===== src/hw/rtl/pfs_pkg.sv =====
// Package for the prime filter sum block: widths, state types and a status struct.
`timescale 1ns / 1ps

package pfs_pkg;

    // Width of the value port and default width of the tested value
    localparam int IN_WIDTH    = 32;
    localparam int VALUE_WIDTH = 32;

    // Width of the running sum and the result
    localparam int SUM_WIDTH   = 48;

    // Top-level sequencer states
    typedef enum logic [1:0] {
        ST_IDLE,
        ST_TEST,
        ST_POST
    } pfs_state_t;

    // Primality test sequencer states
    typedef enum logic [1:0] {
        PT_IDLE,
        PT_CHECK,
        PT_DIV
    } pt_state_t;

    // Status of the primality test towards the top level
    typedef struct packed {
        logic done;
        logic prime;
    } test_status_t;

endpackage


===== src/hw/rtl/pfs_rem_unit.sv =====
// Bit-serial restoring remainder unit, one quotient bit per cycle.
`timescale 1ns / 1ps

module pfs_rem_unit #(
    parameter int VALUE_WIDTH = pfs_pkg::VALUE_WIDTH
) (
    input  logic                   aclk,
    input  logic                   aresetn,
    input  logic                   start,
    input  logic [VALUE_WIDTH-1:0] dividend,
    input  logic [VALUE_WIDTH-1:0] divisor,
    output logic                   done,
    output logic [VALUE_WIDTH-1:0] remainder
);

    localparam int CW = $clog2(VALUE_WIDTH);

    logic                   busy_reg, busy_next;
    logic                   done_reg, done_next;
    logic [CW-1:0]          cnt_reg, cnt_next;
    logic [VALUE_WIDTH-1:0] rem_reg, rem_next;
    logic [VALUE_WIDTH-1:0] quo_reg, quo_next;
    logic [VALUE_WIDTH-1:0] dsr_reg, dsr_next;

    logic [VALUE_WIDTH:0]   shifted;
    logic [VALUE_WIDTH:0]   trial;

    // Shift in the next dividend bit and try the subtraction
    assign shifted = {rem_reg, quo_reg[VALUE_WIDTH-1]};
    assign trial   = shifted - {1'b0, dsr_reg};

    always_comb begin
        busy_next = busy_reg;
        done_next = 1'b0;
        cnt_next  = cnt_reg;
        rem_next  = rem_reg;
        quo_next  = quo_reg;
        dsr_next  = dsr_reg;
        if (start) begin
            busy_next = 1'b1;
            cnt_next  = CW'(VALUE_WIDTH - 1);
            rem_next  = '0;
            quo_next  = dividend;
            dsr_next  = divisor;
        end else if (busy_reg) begin
            // Keep the difference unless it went negative
            if (!trial[VALUE_WIDTH]) begin
                rem_next = trial[VALUE_WIDTH-1:0];
            end else begin
                rem_next = shifted[VALUE_WIDTH-1:0];
            end
            quo_next = {quo_reg[VALUE_WIDTH-2:0], 1'b0};
            if (cnt_reg == '0) begin
                busy_next = 1'b0;
                done_next = 1'b1;
            end else begin
                cnt_next = cnt_reg - 1'b1;
            end
        end
    end

    always_ff @(posedge aclk) begin
        if (!aresetn) begin
            busy_reg <= 1'b0;
            done_reg <= 1'b0;
            cnt_reg  <= '0;
        end else begin
            busy_reg <= busy_next;
            done_reg <= done_next;
            cnt_reg  <= cnt_next;
        end
    end

    always_ff @(posedge aclk) begin
        rem_reg <= rem_next;
        quo_reg <= quo_next;
        dsr_reg <= dsr_next;
    end

    assign done      = done_reg;
    assign remainder = rem_reg;

endmodule


===== config.mk =====
export PLATFORM = sky130hd
export DESIGN_NAME = pfs_rem_unit
export DESIGN_NICKNAME = d
export VERILOG_FILES = /design/src/hw/rtl/pfs_pkg.sv /design/src/hw/rtl/pfs_rem_unit.sv
export SDC_FILE = /design/constraint.sdc
export NUM_CORES = 1
export LEC_CHECK = 0
export ABC_AREA = 1
export BUFFER_PORTS_ARGS = -buffer_cell sky130_fd_sc_hd__buf_4
export CAP_MARGIN = 30
export CORE_MARGIN = 5
export CORE_UTILIZATION = 44
export CTS_CLUSTER_SIZE = 24
export DETAILED_ROUTE_END_ITERATION = 10
export PLACE_DENSITY = 0.71
export SYNTH_ARGS = -nofsm -noshare
export SYNTH_HDL_FRONTEND = slang
export SYNTH_SLANG_ARGS = --single-unit

===== constraint.sdc =====
create_clock -name aclk -period 5.6 [get_ports aclk]
set_input_delay 1.68 -clock aclk [delete_from_list [all_inputs] [get_ports aclk]]
set_output_delay 1.68 -clock aclk [all_outputs]
set_load 0.005 [all_outputs]

==> impl_metrics.env, run 1 <==
export IMPL_synth_async_reset_ratio=0
export IMPL_p_per_area_nw_per_um2=215
export IMPL_nNetsFinal=1238
export IMPL_rows=45
export IMPL_cts_repair_resized=0
export IMPL_tns_ns=0
export IMPL_cp_max_fo=32
export IMPL_worstSetupEndpointType="register"
export IMPL_htree_levels=3
export IMPL_port_buffer_count=99
export IMPL_area_growth_pct=18.1
export IMPL_grt_pass1_wl_um=27400
export IMPL_maxCapViolCount=0
export IMPL_final_cell_mix="nand2_1, inv_1, buf_4"
export IMPL_drt_iter0_drc=350
export IMPL_synth_main_ff_cell="edfxtp_1"
export IMPL_yosysSeqAreaShare=0.392
export IMPL_synth_enable_flop_cells=64
export IMPL_synth_compound_area_frac=0.0261
export IMPL_drcViolationCount=0
export IMPL_relSlewSlack=0.378
export IMPL_clock_latency_ns=0.37
export IMPL_cts_tree="done"
export IMPL_clk_path_buf_depth=2
export IMPL_hold_path_class="reg2reg"
export IMPL_synthMuxAreaShare=0
export IMPL_tightest_slew_ns=0.931
export IMPL_power_mw=1.75
export IMPL_drv_slew=0
export IMPL_start_kind="register"
export IMPL_synthSimpleGateAreaFrac=0.363
export IMPL_synth_top_family_by_area="simple AND/OR/NAND/NOR gates"
export IMPL_status="finished clean"
export IMPL_firstDrtPassIters=5
export IMPL_grt_pass1_vias=5856
export IMPL_syn_avg_cell_area_um2=6.63
export IMPL_antenna_found_initial=0
export IMPL_holdBufCountCts=0
export IMPL_finalHoldViolCount=0
export IMPL_fin_util=0.534
export IMPL_clk_pin_slew_worst_paths_ns=0.09
export IMPL_synth_xor_area_share=0.0191
export IMPL_final_common_cell="nand2_1"
export IMPL_instances_no_fill=1352
export IMPL_min_path_cells=2
export IMPL_ctsRootBufferMaster="clkbuf_16"
export IMPL_synthAdderAreaFrac=0.0646
export IMPL_synthesis_nets=1142
export IMPL_ys_types=33
export IMPL_overflow=0
export IMPL_start_util=0.452
export IMPL_vdd_drop_max_v=0.000157
export IMPL_vias_per_cell=4.60
export IMPL_dieArea_um2=18300
export IMPL_synth_cells=1040
export IMPL_path_class="reg2reg"
export IMPL_syn_area_um2=6890
export IMPL_yosysWarnings=0
export IMPL_drtAntennaViolNets=0
export IMPL_die_y_um=135
export IMPL_post_cts_buffers=0
export IMPL_wl_um=16700
export IMPL_yosys_area_top_type="edfxtp_1"
export IMPL_grt_start_max_net_pins=59
export IMPL_ff2ff_path_depth=17
export IMPL_cts_sinks=103
export IMPL_setup_viol=0
export IMPL_rsz0062_at_grt="false"
export IMPL_netlist_top_cells_area="edfxtp_1, nand2_1, inv_1"
export IMPL_num_io_pins=100
export IMPL_coreArea_um2=15300
export IMPL_dp_cells=1336
export IMPL_drive_above_1_share=0.124
export IMPL_synth_seq_cells=103
export IMPL_gp_congestion=0.920
export IMPL_critPathArrivalTime_ns=2.96
export IMPL_clock_skew_ns=0.0155
export IMPL_fin_crit_sh=0.480
export IMPL_fillers=1569
export IMPL_hold_slack_ns=0.473
export IMPL_grt_usage=0.187
export IMPL_cts_made_buffers=9
export IMPL_diodes=0
export IMPL_fmax_mhz=372
export IMPL_vias=6218
export IMPL_die_w_um=135
export IMPL_min_period_ns=2.69
export IMPL_hpwlAfterDp_um=12500
export IMPL_crit_required_ns=5.87
export IMPL_leakage_nw=4.54
export IMPL_synth_top_area_frac=0.279
export IMPL_wl_per_cell_um=12.3
## cells in the mapped netlist, types with 2 or more instances
master	instances
nand2_1	466
inv_1	218
edfxtp_1	64
nand3_1	59
nor2_1	48
dfxtp_1	39
ha_1	34
a21oi_1	22
xnor2_1	13
clkbuf_1	12
nor3_1	9
nand2_2	8
nand4_1	6
and2_1	5
buf_6	5
nor2_2	5
o21ai_0	4
nand2_4	3
o21ai_1	3
a31oi_1	2
inv_2	2
xor2_1	2
## worst max-delay path, cell delays in order, from the launching register on
cell and delay (ns):
edfxtp_1 0.32, inv_1 0.05, ha_1 0.24, fa_1 0.43, inv_1 0.09, nand2_1 0.05, nand2_1 0.12, nand3_1 0.10
nand2_2 0.12, nand2_1 0.06, nand2_1 0.14, nand2_2 0.10, nand2_2 0.10, nand2_2 0.07, nand2_4 0.30, nand2_1 0.10
nand3_1 0.12, nand2_1 0.06
## final timing paths
path	startpoint	end	slack, ns
hold reg to reg	cnt_reg[1]	cnt_reg[1]	0.47
setup reg to reg	quo_reg[31]	remainder[5]	2.91
hold / removal	cnt_reg[1]	cnt_reg[1]	0.47
setup / recovery	quo_reg[31]	remainder[5]	2.91
## logic make-up after synthesis
logic type	count (synthesis)
and+or+nand+nor	615
AOI/OAI and AO/OA	34
DFF	103
adders and majority gates	35
xor gates and xnor gates	15
buffers and inverters	238
## routing by layer
layer,wire length [µm],vias to the layer above,global-route usage
met5,0,-,0
met4,315,0,0.0610
met3,933,22,0.0405
met2,7380,125,0.299
met1,8020,2745,0.253
li1,-,3326,-
## through the flow
step,cell area [µm²],setup slack [ns]
after floorplan,6890,2.58
after global placement,7830,2.59
after detailed placement,7830,2.58
after CTS,8140,2.88
after global routing,8140,2.61
final,8140,2.91
## power breakdown
part,leakage [nW],internal [mW],switching [mW]
Sequential,0.958,0.860,0.0160
Combinational,3.43,0.0877,0.134
Clock,0.152,0.321,0.334
Total,4.54,1.27,0.484
## cell type report
type                       count  area (µm²)  share of cell area
multi-input combinational    699        3260               0.401
sequential                   103        2700               0.332
inverter                     220         826               0.101
timing repair buffer         103         773              0.0950
tap                          211         264              0.0324
clock buffer                   9         225              0.0277
clock inverter                 7        88.8              0.0109
Note: power is estimated with default switching activity, not from simulation.
==> inputs of run 2 (changes only) <==
==> constraint.sdc (replaced) <==
create_clock -name aclk -period 2.6 [get_ports aclk]
set_input_delay 0.78 -clock aclk [delete_from_list [all_inputs] [get_ports aclk]]
set_output_delay 0.78 -clock aclk [all_outputs]
set_load 0.005 [all_outputs]
==> run 2 against run 1 <==
Largest cell class unchanged. Sequential share of layout area shrank 0.33 points. Highest routed layer unchanged. Clock skew shrank 0.0051 ns. Clock power grew 100%. Critical path depth grew 1.
==> impl_metrics.env, run 2 (synthesized netlist as in run 1, its figures left out) <==
export IMPL_status="finished clean"
export IMPL_htree_levels=3
export IMPL_clock_skew_ns=0.0103
export IMPL_instances_no_fill=1359
export IMPL_firstDrtPassIters=5
export IMPL_hold_path_class="reg2reg"
export IMPL_coreArea_um2=15300
export IMPL_vdd_drop_max_v=0.000332
export IMPL_maxCapViolCount=0
export IMPL_critPathArrivalTime_ns=2.68
export IMPL_vias_per_cell=4.59
export IMPL_path_class="reg2reg"
export IMPL_clk_pin_slew_worst_paths_ns=0.08
export IMPL_reg2reg_from="quo_reg[31]"
export IMPL_power_mw=3.71
export IMPL_final_cell_mix="nand2_1, inv_1, buf_4"
export IMPL_tightest_slew_ns=0.920
export IMPL_rows=45
export IMPL_place_ws_ns=0.0433
export IMPL_overflow=0
export IMPL_endpoint="remainder[22]"
export IMPL_regToRegSetupSlack_ns=0.18
export IMPL_crit_chain="inv_1 -> ha_1 -> fa_2 -> inv_1 -> nand2_1 -> nand2_1 -> nand3_1 -> nand2_2 -> nand2_1 -> nand2_2 -> nand2_2 -> nand2_2 -> nand2_2 -> nand2_4 -> buf_12 -> nand2_1 -> nand3_1 -> nand2_1"
export IMPL_port_buffer_count=99
export IMPL_grt_pass1_vias=5795
export IMPL_area_growth_pct=19.3
export IMPL_fin_crit_sh=0.932
export IMPL_cp_max_fo=16
export IMPL_fin_util=0.539
export IMPL_relSlewSlack=0.386
export IMPL_r2r_end="remainder[22]"
export IMPL_wl_per_cell_um=12.7
export IMPL_start_kind="register"
export IMPL_die_w_um=135
export IMPL_fin_ws_ns=0.178
export IMPL_wl_um=17300
export IMPL_leakage_nw=4.59
export IMPL_worstSetupEndpointType="register"
export IMPL_cts_sinks=103
export IMPL_power_frac_seq=0.508
export IMPL_cts_made_buffers=9
export IMPL_hpwlAfterDp_um=13000
export IMPL_drcViolationCount=0
export IMPL_drive_above_1_share=0.130
export IMPL_slowest_delay_ns=0.36
export IMPL_diodes=0
export IMPL_start_util=0.452
export IMPL_p_comb_frac=0.130
export IMPL_p_sw_frac=0.267
export IMPL_fmax_mhz=413
export IMPL_vias=6243
export IMPL_dieArea_um2=18300
export IMPL_grt_usage=0.189
export IMPL_dp_cells=1340
export IMPL_drt_iter0_drc=443
export IMPL_cts_tree="done"
export IMPL_clk_path_buf_depth=2
export IMPL_min_period_ns=2.42
export IMPL_gp_congestion=0.939
export IMPL_ctsRootBufferMaster="clkbuf_16"
export IMPL_switchingPower_mw=0.988
export IMPL_finalHoldViolCount=0
export IMPL_grt_start_max_net_pins=50
export IMPL_setup_viol=0
export IMPL_drtAntennaViolNets=0
export IMPL_p_per_area_nw_per_um2=451
export IMPL_nNetsFinal=1245
export IMPL_cpMaxStageDelayCell="fa_2"
export IMPL_p_int_mw=2.72
export IMPL_crit_required_ns=2.86
export IMPL_ff2ff_path_depth=18
export IMPL_antenna_found_initial=0
export IMPL_drv_slew=0
export IMPL_num_io_pins=100
export IMPL_clock_latency_ns=0.36
export IMPL_hp_start="cnt_reg[1]"
export IMPL_die_y_um=135
export IMPL_p_clk_frac=0.361
export IMPL_final_common_cell="nand2_1"
export IMPL_startpoint="quo_reg[31]"
export IMPL_grt_pass1_wl_um=27400
==> run 2: cell types whose count changed in the layout (fill, tap and decap cells not counted), sizes merged <==
cell and delta:
buf +6, clkbuf +1, clkinv -4, inv +3, nand2 +1
==> run 2: area by class of cell <==
| cell class | count | area, µm² |
|---|---|---|
| multi-input cells | 700 | 3300 |
| well taps | 211 | 264 |
| repair buffers | 109 | 843 |
| clock inverters | 6 | 56.3 |
| flip-flops and latches | 103 | 2700 |
| inverters | 220 | 826 |
| fillers | 1539 | 7030 |
| clock buffers | 10 | 229 |
==> run 2: timing repair <==
item / CTS / global route
hold buffers: 0 / 0
buffers inserted: 0 / 2
setup endpoints to repair: 0 / 32
resized for setup: 0 / 5
==> run 2: metal layers <==
metal / routed length (µm) / GRT usage
met1: 8230 / 0.252
met4: 337 / 0.0672
met3: 1080 / 0.0427
met2: 7620 / 0.304
met5: 0 / 0
==> run 2: how the worst min path moves through the flow <==
stage,endpoint,slack (ns),cells past startpoint
after floorplan,cnt_reg[1],0.44,2
after global placement,cnt_reg[1],0.45,2
after detailed placement,cnt_reg[1],0.46,2
after CTS,cnt_reg[1],0.48,2
after global routing,cnt_reg[4],0.52,2
final,cnt_reg[1],0.47,2
==> run 2: per-stage QoR <==
step | setup TNS [ns] | cell area, µm² | hold slack [ns]
after global routing | -0.0804 | 8220 | 0.518
final | 0 | 8220 | 0.474
after detailed placement | 0 | 7880 | 0.465
after global placement | 0 | 7880 | 0.454
after CTS | 0 | 8170 | 0.476
after floorplan | 0 | 6890 | 0.443
==> run 2: worst max-delay path: cells and delay by family (launching register included) <==
family / cells / cell delay, ns
fa+ha+maj: 2 / 0.57
buf+inv: 3 / 0.28
flops: 1 / 0.33
simple gates: 13 / 1.13
==> run 2: power groups by stage <==
stage          sequential (mW)  combinational (mW)  clock, mW
2_1_floorplan             1.91               0.306          0
3_3_place_gp              1.92               0.480          0
3_5_place_dp              1.92               0.483          0
4_1_cts                   1.89               0.485       1.38
5_1_grt                   1.89               0.551       1.44
6_report                  1.88               0.483       1.34
==> inputs of run 3 (changes only) <==
--- a/config.mk
+++ b/config.mk
@@ -13,6 +13,8 @@
 export CTS_CLUSTER_SIZE = 24
 export DETAILED_ROUTE_END_ITERATION = 10
 export PLACE_DENSITY = 0.71
+export RECOVER_POWER = 50
+export SLEW_MARGIN = 20
 export SYNTH_ARGS = -nofsm -noshare
 export SYNTH_HDL_FRONTEND = slang
 export SYNTH_SLANG_ARGS = --single-unit
==> run 3 against run 2 <==
Register-to-register slack about the same. Sequential share of layout area about the same. Clock power about the same. Combinational power about the same. Design area about the same. Core utilization about the same. Non-clock buffer count increased by 1. Sequential power about the same. Clock skew about the same. Critical path type unchanged. Largest cell class unchanged. Largest power group unchanged.
==> impl_metrics.env, run 3 (synthesized netlist as in run 1, its figures left out) <==
export IMPL_critPathArrivalTime_ns=2.68
export IMPL_antenna_found_initial=0
export IMPL_slowest_delay_ns=0.36
export IMPL_clk_pin_slew_worst_paths_ns=0.08
export IMPL_ctsRootBufferMaster="clkbuf_16"
export IMPL_fillers=1540
export IMPL_drv_slew=0
export IMPL_nNetsFinal=1246
export IMPL_drtAntennaViolNets=0
export IMPL_ff2ff_path_depth=18
export IMPL_hold_slack_ns=0.476
export IMPL_r2r_end="remainder[22]"
export IMPL_reg2reg_from="quo_reg[31]"
export IMPL_maxCapViolCount=0
export IMPL_gp_congestion=0.939
export IMPL_clock_skew_ns=0.0104
export IMPL_wl_um=17200
export IMPL_final_common_cell="nand2_1"
export IMPL_fin_util=0.539
export IMPL_place_ws_ns=0.0433
export IMPL_relSlewSlack=0.194
export IMPL_hpwlAfterDp_um=13000
export IMPL_finalHoldViolCount=0
export IMPL_tightest_slew_ns=1.21
export IMPL_wl_per_cell_um=12.6
export IMPL_path_class="reg2reg"
export IMPL_min_period_ns=2.42
export IMPL_htree_levels=3
export IMPL_num_io_pins=100
export IMPL_dieArea_um2=18300
export IMPL_drive_above_1_share=0.129
export IMPL_fmax_mhz=413
export IMPL_setup_viol=0
export IMPL_regToRegSetupSlack_ns=0.18
export IMPL_vias_per_cell=4.58
export IMPL_grt_start_max_net_pins=50
export IMPL_endpoint="remainder[22]"
export IMPL_final_cell_mix="nand2_1, inv_1, buf_4"
export IMPL_fin_crit_sh=0.932
export IMPL_overflow=0
export IMPL_firstDrtPassIters=5
export IMPL_drt_iter0_drc=441
export IMPL_fin_ws_ns=0.176
export IMPL_startpoint="quo_reg[31]"
export IMPL_leakage_nw=4.58
export IMPL_multi_input_area_um2=3300
export IMPL_start_util=0.452
export IMPL_cts_tree="done"
export IMPL_seq_area_um2=2700
export IMPL_vias=6231
export IMPL_clock_latency_ns=0.36
export IMPL_diodes=0
export IMPL_vdd_drop_max_v=0.000336
export IMPL_grt_usage=0.189
export IMPL_die_y_um=135
export IMPL_cts_sinks=103
export IMPL_die_w_um=135
export IMPL_port_buffer_count=99
export IMPL_start_kind="register"
export IMPL_area_growth_pct=19.4
export IMPL_cts_made_buffers=9
export IMPL_drcViolationCount=0
export IMPL_p_per_area_nw_per_um2=451
export IMPL_worstSetupEndpointType="register"
export IMPL_cpMaxStageDelayCell="fa_2"
export IMPL_crit_chain="inv_1 -> ha_1 -> fa_2 -> inv_1 -> nand2_1 -> nand2_1 -> nand3_1 -> nand2_2 -> nand2_1 -> nand2_2 -> nand2_2 -> nand2_2 -> nand2_2 -> nand2_4 -> buf_12 -> nand2_1 -> nand3_1 -> nand2_1"
export IMPL_cp_max_fo=16
export IMPL_grt_pass1_vias=5795
export IMPL_holdBufCountCts=0
export IMPL_coreArea_um2=15300
export IMPL_min_path_cells=2
export IMPL_grt_pass1_wl_um=27400
export IMPL_clk_path_buf_depth=2
export IMPL_crit_required_ns=2.86
export IMPL_rows=45
export IMPL_hold_path_class="reg2reg"
export IMPL_status="finished clean"
[run 3: changes by cell type in the layout (fill, tap and decap cells not counted)]
cell and delta:
buf_4 -35, clkbuf_4 +35, clkbuf_1 +1, nor2_1 +1, nor2_2 -1
[run 3: worst min path at each step]
stage               start    endpoint  slack [ns]
6_report       cnt_reg[1]  cnt_reg[1]        0.48
5_1_grt        cnt_reg[4]  cnt_reg[4]        0.52
4_1_cts        cnt_reg[1]  cnt_reg[1]        0.48
3_5_place_dp   cnt_reg[1]  cnt_reg[1]        0.46
3_3_place_gp   cnt_reg[1]  cnt_reg[1]        0.45
2_1_floorplan  cnt_reg[1]  cnt_reg[1]        0.44
[run 3: routing by layer]
metal | track usage | part of all wire
met2 | 0.304 | 0.44
met1 | 0.252 | 0.48
met5 | 0 | 0
met4 | 0.0672 | 0.020
met3 | 0.0427 | 0.065
[run 3: layout make-up]
type                            instances  share of cell area
Clock buffer                           10              0.0278
Tap cell                              211              0.0321
Multi-Input combinational cell        700               0.401
Sequential cell                       103               0.329
Inverter                              220               0.100
Timing Repair Buffer                  110               0.103
Clock inverter                          6             0.00685
[run 3: stage by stage]
stage / instances / cell area (µm²) / setup TNS (ns) / power, mW
floorplan: 1040 / 6890 / 0 / 2.22
global placement: 1340 / 7880 / 0 / 2.40
detailed placement: 1340 / 7880 / 0 / 2.40
CTS: 1356 / 8170 / 0 / 3.75
global route: 1360 / 8230 / -0.0805 / 3.89
finish: 1360 / 8230 / 0 / 3.71
[run 3: worst max-delay path, delay by kind of cell, from the launching register on]
kind,cells,cell delay [ns]
and+or+nand+nor,13,1.13
buffers and inverters,3,0.28
DFF,1,0.33
adders and majority gates,2,0.57
[run 3: what timing repair did]
action | CTS | global route
setup buffers | 0 | 2
endpoints found under the setup margin | 0 | 32
resized for setup | 0 | 5
[run 3: report_power, final]
part / total (mW) / switching (mW) / internal, mW
logic: 0.480 / 0.292 / 0.188
registers: 1.89 / 0.0317 / 1.85
clock network: 1.34 / 0.666 / 0.677
total: 3.71 / 0.990 / 2.72
